**src/design/txrf_pkg.sv**
```systemverilog
// ----------------------------------------------------------------------------
// txrf_pkg: shared types for the transmit ring FIFO
// Word types of the request and response channels, the kind codes and the
// default ring depth.
// ----------------------------------------------------------------------------
package txrf_pkg;

   localparam int unsigned DEPTH_DEFAULT = 256;

   // kind codes of a request word
   localparam logic KIND_WRITE = 1'b0;   // store one byte
   localparam logic KIND_READY = 1'b1;   // transmitter wants a byte

   typedef struct packed {
      logic       kind;
      logic [7:0] data_byte;
      logic       last_of_write;
      logic       cts_high;
   } req_type;

   typedef struct packed {
      logic       tx_valid;
      logic [7:0] tx_byte;
      logic       dropped_oldest;
      logic       write_overflowed;
      logic [7:0] fill_level;
   } rsp_type;

endpackage

```
**src/design/tx_ring_fifo_drop_oldest_cts.sv**
```systemverilog
// ----------------------------------------------------------------------------
// tx_ring_fifo_drop_oldest_cts: transmit ring FIFO with overwrite of oldest
// Byte ring buffer in front of a serial transmitter, with clear-to-send flow
// control and a per-burst overrun flag.
// ----------------------------------------------------------------------------
// A request word is taken whenever start is high; busy never rises, so one
// word can go in every clock. Its response word passes the input register
// and then the result register, which drives it on rsp. It is strobed by
// rsp_valid for a single cycle: there is no back-pressure, so the receiver
// must take it then. A write stores data_byte at the head;
// when the head catches the tail the oldest byte is discarded, so at most
// DEPTH-1 bytes wait. A ready word pops the tail byte unless the ring is
// empty or flow control is on and cts_high is set. The byte store is a
// single-port-write, single-port-read memory with a registered read; its
// contents are not cleared at reset, only the pointers, the burst flag and
// the valid bits are. flow_control_on resets to 1 and is written over the csr
// channel, which is always ready; it should only be changed while no word is in flight.
// ----------------------------------------------------------------------------
module tx_ring_fifo_drop_oldest_cts #(
   parameter int unsigned DEPTH = txrf_pkg::DEPTH_DEFAULT
) (
   input  logic              clock,
   input  logic              reset,
   // request channel
   input  logic              start,
   output logic              busy,
   input  txrf_pkg::req_type req,
   // response channel
   output logic              rsp_valid,
   output txrf_pkg::rsp_type rsp,
   // control register write
   input  logic              csr_valid,
   output logic              csr_ready,
   input  logic              csr_wdata
);
   import txrf_pkg::*;

   localparam int unsigned PTR_W  = $clog2(DEPTH);
   localparam int unsigned CNT_W  = PTR_W + 1;
   localparam int unsigned FILL_W = (CNT_W > 8) ? CNT_W : 8;
   localparam logic [PTR_W-1:0] PTR_LAST = PTR_W'(DEPTH - 1);

   // --- control register
   logic flow_control_on_ff;

   always_ff @(posedge clock) begin
      if (reset) begin
         flow_control_on_ff <= 1'b1;
      end else if (csr_valid && csr_ready) begin
         flow_control_on_ff <= csr_wdata;
      end
   end

   assign csr_ready = 1'b1;
   assign busy      = 1'b0;

   // --- input register
   logic    req_valid_ff;
   req_type req_ff;

   always_ff @(posedge clock) begin
      if (reset) begin
         req_valid_ff <= 1'b0;
      end else begin
         req_valid_ff <= start && !busy;
      end
   end

   always_ff @(posedge clock) begin
      if (start && !busy) begin
         req_ff <= req;
      end
   end

   // --- ring pointers and burst flag
   logic [PTR_W-1:0] wr_ptr_ff, wr_ptr_in;
   logic [PTR_W-1:0] rd_ptr_ff, rd_ptr_in;
   logic             burst_dropped_ff, burst_dropped_in;

   function automatic logic [PTR_W-1:0] ptr_next(input logic [PTR_W-1:0] p);
      ptr_next = (p == PTR_LAST) ? '0 : p + 1'b1;
   endfunction

   logic             do_write, do_pop, held, dropped, overflowed;
   logic [PTR_W-1:0] wr_ptr_adv;
   logic [CNT_W-1:0] fill_cnt;
   logic [FILL_W-1:0] fill_ext;

   always_comb begin
      wr_ptr_in        = wr_ptr_ff;
      rd_ptr_in        = rd_ptr_ff;
      burst_dropped_in = burst_dropped_ff;
      dropped          = 1'b0;
      overflowed       = 1'b0;
      do_write         = req_valid_ff && (req_ff.kind == KIND_WRITE);
      held             = flow_control_on_ff && req_ff.cts_high;
      do_pop           = req_valid_ff && (req_ff.kind == KIND_READY)
                         && (wr_ptr_ff != rd_ptr_ff) && !held;
      wr_ptr_adv       = ptr_next(wr_ptr_ff);

      if (do_write) begin
         wr_ptr_in = wr_ptr_adv;
         // head caught the tail: throw the oldest byte away
         if (wr_ptr_adv == rd_ptr_ff) begin
            rd_ptr_in        = ptr_next(rd_ptr_ff);
            dropped          = 1'b1;
            burst_dropped_in = 1'b1;
         end
         if (req_ff.last_of_write) begin
            overflowed       = burst_dropped_in;
            burst_dropped_in = 1'b0;
         end
      end else if (do_pop) begin
         rd_ptr_in = ptr_next(rd_ptr_ff);
      end

      // occupancy after this word, wrapped at DEPTH
      if (wr_ptr_in >= rd_ptr_in) begin
         fill_cnt = CNT_W'(wr_ptr_in) - CNT_W'(rd_ptr_in);
      end else begin
         fill_cnt = CNT_W'(wr_ptr_in) + CNT_W'(DEPTH) - CNT_W'(rd_ptr_in);
      end
      fill_ext = FILL_W'(fill_cnt);
   end

   always_ff @(posedge clock) begin
      if (reset) begin
         wr_ptr_ff        <= '0;
         rd_ptr_ff        <= '0;
         burst_dropped_ff <= 1'b0;
      end else begin
         wr_ptr_ff        <= wr_ptr_in;
         rd_ptr_ff        <= rd_ptr_in;
         burst_dropped_ff <= burst_dropped_in;
      end
   end

   // --- byte store; read data lands in the result register
   logic [7:0] byte_store [DEPTH];
   logic [7:0] rd_data_ff;

   always_ff @(posedge clock) begin
      if (do_write) begin
         byte_store[wr_ptr_ff] <= req_ff.data_byte;
      end
   end

   always_ff @(posedge clock) begin
      if (do_pop) begin
         rd_data_ff <= byte_store[rd_ptr_ff];
      end
   end

   // --- result register
   logic       rsp_valid_ff;
   logic       tx_valid_ff;
   logic       dropped_ff;
   logic       overflowed_ff;
   logic [7:0] fill_ff;

   always_ff @(posedge clock) begin
      if (reset) begin
         rsp_valid_ff <= 1'b0;
      end else begin
         rsp_valid_ff <= req_valid_ff;
      end
   end

   always_ff @(posedge clock) begin
      if (req_valid_ff) begin
         tx_valid_ff   <= do_pop;
         dropped_ff    <= dropped;
         overflowed_ff <= overflowed;
         fill_ff       <= fill_ext[7:0];
      end
   end

   assign rsp_valid            = rsp_valid_ff;
   assign rsp.tx_valid         = tx_valid_ff;
   assign rsp.tx_byte          = tx_valid_ff ? rd_data_ff : 8'h00;
   assign rsp.dropped_oldest   = dropped_ff;
   assign rsp.write_overflowed = overflowed_ff;
   assign rsp.fill_level       = fill_ff;

endmodule

```
**config.mk**
```make
export PLATFORM = sky130hd
export DESIGN_NAME = tx_ring_fifo_drop_oldest_cts
export DESIGN_NICKNAME = d
export VERILOG_FILES = /design/src/design/txrf_pkg.sv /design/src/design/tx_ring_fifo_drop_oldest_cts.sv
export SDC_FILE = /design/constraint.sdc
export NUM_CORES = 2
export LEC_CHECK = 0
export BUFFER_PORTS_ARGS = -buffer_cell sky130_fd_sc_hd__buf_2
export CAP_MARGIN = 20
export CORE_MARGIN = 1
export CORE_UTILIZATION = 45
export DETAILED_ROUTE_END_ITERATION = 8
export PLACE_DENSITY = 0.63
export SKIP_CTS_REPAIR_TIMING = 1
export SYNTH_ARGS = -nofsm -noshare
export SYNTH_HDL_FRONTEND = slang
export SYNTH_SLANG_ARGS = --single-unit
export TNS_END_PERCENT = 1
```
**constraint.sdc**
```tcl
create_clock -name clock -period 12.14 [get_ports clock]
set_input_delay 2.428 -clock clock [delete_from_list [all_inputs] [get_ports clock]]
set_output_delay 2.428 -clock clock [all_outputs]
set_load 0.005 [all_outputs]
```
==> results.py <==
metrics = {
    "yosys": {
        "post-synth-top-area-fraction_pct": 76.2,
        "yosysUniqueCellTypes": 59,
        "ys_ff_latch": 2098,
        "yosys.area.top_type": "edfxtp_1",
        "netlist_area_mm2": 0.0819,
        "synth.area.top_cells": "edfxtp_1, mux4_2, nor2_1",
        "seq_area_frac_synth_pct": 76.7,
        "synth-main-ff-cell": "edfxtp_1",
        "synth_most_common_cell": "edfxtp_1",
        "synth_area_per_cell_um2": 22.5,
        "syn_inst": 3632,
        "synth_common_cells": "edfxtp_1, mux4_2, nor2_1",
        "synth-edff-count": 2078,
        "yosys_warnings": 0,
        "synth.net_count": 3661,
        "synth-async-reset-ratio_pct": 0,
    },
    "placement": {
        "port_buffers": 35,
        "dp_hpwl_um": 107000,
        "gp_congestion": 0.791,
    },
    "sta": {
        "period_share_pct": 43.0,
        "fmax_mhz": 192,
        "final-setup-viol-count": 0,
        "finalHoldViolCount": 0,
        "min_period_ns": 5.22,
        "tightest_slew_ns": 1.15,
        "maxSlewHeadroom_pct": 22.9,
        "tns_ns": 0,
        "maxSlewViolCount": 0,
        "rsz0062_at_grt": "no",
        "clock_skew_ns": 0.0419,
    },
    "worst_setup_path": {
        "crit_slowest_cell": "buf_4",
        "crit_type": "register to register",
        "start_kind": "register",
        "cp_top_family": "buffers and inverters",
        "cp-end-kind": "register",
        "worst-path-buf-inv": 3,
        "cp.required_ns": 12.70,
        "cp_data_arrival_time_ns": 5.78,
        "critical_path.max_stage_delay_ns": 0.86,
        "crit_chain": "buf_12, buf_4, buf_4, mux4_2, mux4_2, nand3_1, o21ai_0, nor3_1, nor4_1",
        "cp.depth": 9,
        "reg2reg_depth": 9,
        "path_max_fanout": 136,
    },
    "clock_tree": {
        "path_clk_slew_ns": 0.06,
        "root_buffer": "clkbuf_16",
        "clockBufferDepth": 3,
        "cts_buffers": 204,
        "clock_latency_ns": 0.84,
        "clkSinkCount": 2098,
        "h-tree-depth": 4,
        "cts_tree": "built",
    },
    "pwr": {
        "p_seq_share_pct": 55.8,
        "power.density_mw_per_mm2": 158,
        "power_frac_comb_pct": 2.3,
        "ir_worst_vdd_mv": 0.106,
        "p_switching_mw": 2.93,
        "p_leak_nw": 26.7,
        "switching_share_pct": 20.4,
        "clock_power_share_pct": 41.9,
        "p_int_mw": 11.5,
        "total_power_mw": 14.4,
    },
    "hold_path": {
        "hold_class": "register to register",
        "holdPathStages": 1,
    },
    "global_routing": {
        "grt.overflow.total": 0,
        "grt_max_degree": 196,
        "antenna_found_initial": 4,
        "grtUsageTotal_pct": 20.5,
        "grt_pass1_wl_um": 273000,
        "first_global_vias": 38200,
    },
    "floorplanning": {
        "core_area_mm2": 0.181,
        "ios": 38,
        "die-area_mm2": 0.184,
        "fp.dieH_um": 429,
        "die_x_um": 429,
        "initial_core_util_pct": 45.3,
        "num_rows": 156,
    },
    "route": {
        "ant_nets": 0,
        "first_pass_iters": 5,
        "vias": 37100,
        "drc": 0,
        "viasPerCell": 5.93,
        "drt-total-wl_um": 186000,
        "detail_route.wl_per_cell_um": 29.7,
        "first_iter_violations": 3789,
    },
    "outcome": {
        "outcome": "finished clean",
    },
    "job": {
        "cap_violations": 0,
    },
    "finish": {
        "regArea_mm2": 0.0628,
        "drive_gt1_share_pct": 26.4,
        "fill_cells": 14100,
        "layout.nets": 3747,
        "multi_input_area_mm2": 0.0180,
        "syn_to_final_growth_pct": 11.0,
    },
}
==> cell families after synthesis <==
| logic type | synth area share [%] |
|---|---|
| adders and majority gates | 0.208 |
| muxes | 18.0 |
| other | 0.00917 |
| AOI/OAI and AO/OA | 1.01 |
| xor gates and xnor gates | 0.257 |
| DFF | 76.7 |
| buffers and inverters | 1.43 |
| and+or+nand+nor | 2.39 |
==> cell usage in the layout, fill, tap and decap left out, types with 21 or more instances in the layout <==
cell type,count
o22ai_1,24
a21oi_1,35
clkinv_2,27
nor2b_1,23
nor2_1,272
mux4_2,610
buf_4,58
clkinv_1,52
mux2_2,23
clkbuf_16,206
buf_2,35
clkbuf_1,56
mux2i_1,72
nand2_1,30
edfxtp_1,2078
a211o_1,21
==> path summary, 6_finish.rpt <==
check / to / start / slack, ns
setup / recovery: rd_data_ff[3] / rd_ptr_ff[1] / 6.92
hold / removal: burst_dropped_ff / burst_dropped_ff / 0.48
setup reg to reg: rd_data_ff[3] / rd_ptr_ff[1] / 6.92
hold reg to reg: burst_dropped_ff / burst_dropped_ff / 0.48
==> final cells by class <==
cell class / count / share of cell area, %
clock buffers: 266 / 5.96
diodes: 1 / 0.00275
clock inverters: 105 / 0.992
flip-flops and latches: 2098 / 69.1
repair buffers: 101 / 0.856
multi-input cells: 1305 / 19.8
well taps: 2370 / 3.26
inverters: 8 / 0.0330
==> metal layers <==
layer | vias to the layer above | global-route usage, % | part of all wire [%]
met1 | 20100 | 28.2 | 41
met2 | 1195 | 33.5 | 50
met4 | 2 | 6.18 | 2.7
li1 | 15500 | - | -
met5 | - | 0 | 0.0070
met3 | 290 | 3.58 | 6.1
==> sequential cells by signal, summed over array words and instances, names as in the netlist <==
register / flops
burst_dropped_ff: 1
rsp_valid: 1
fill_ff: 8
wr_ptr_ff: 8
byte_store: 2048
overflowed_ff: 1
rd_data_ff: 8
rd_ptr_ff: 8
req_ff: 11
req_valid_ff: 1
flow_control_on_ff: 1
dropped_ff: 1
tx_valid_ff: 1
==> power by group through the flow <==
stage	clock (mW)	sequential, mW	combinational (mW)
5_1_grt	6.39	8.03	0.358
3_3_place_gp	0	8.19	0.326
3_5_place_dp	0	8.19	0.337
2_1_floorplan	0	8.29	0.121
6_report	6.03	8.03	0.331
4_1_cts	6.13	8.03	0.337
==> worst register-to-register path: cells and delay by family, from the launching register on <==
kind	cells	cell delay, ns
flops	1	0.71
mux	2	0.97
buf+inv	3	2.46
simple gates	3	0.63
compound gates	1	0.18
==> metrics by stage <==
stage	cell area (µm²)	utilization (%)	setup WS, ns	hold slack (ns)	std cells
finish	90900	50.3	6.92	0.482	6254
CTS	90800	50.3	6.83	0.487	6250
global route	90900	50.3	6.70	0.529	6254
floorplan	81900	-	8.00	0.441	3632
global placement	84500	46.8	6.92	0.449	5879
detailed placement	84500	46.8	6.85	0.472	5879
(Power assumes the default switching activity.)
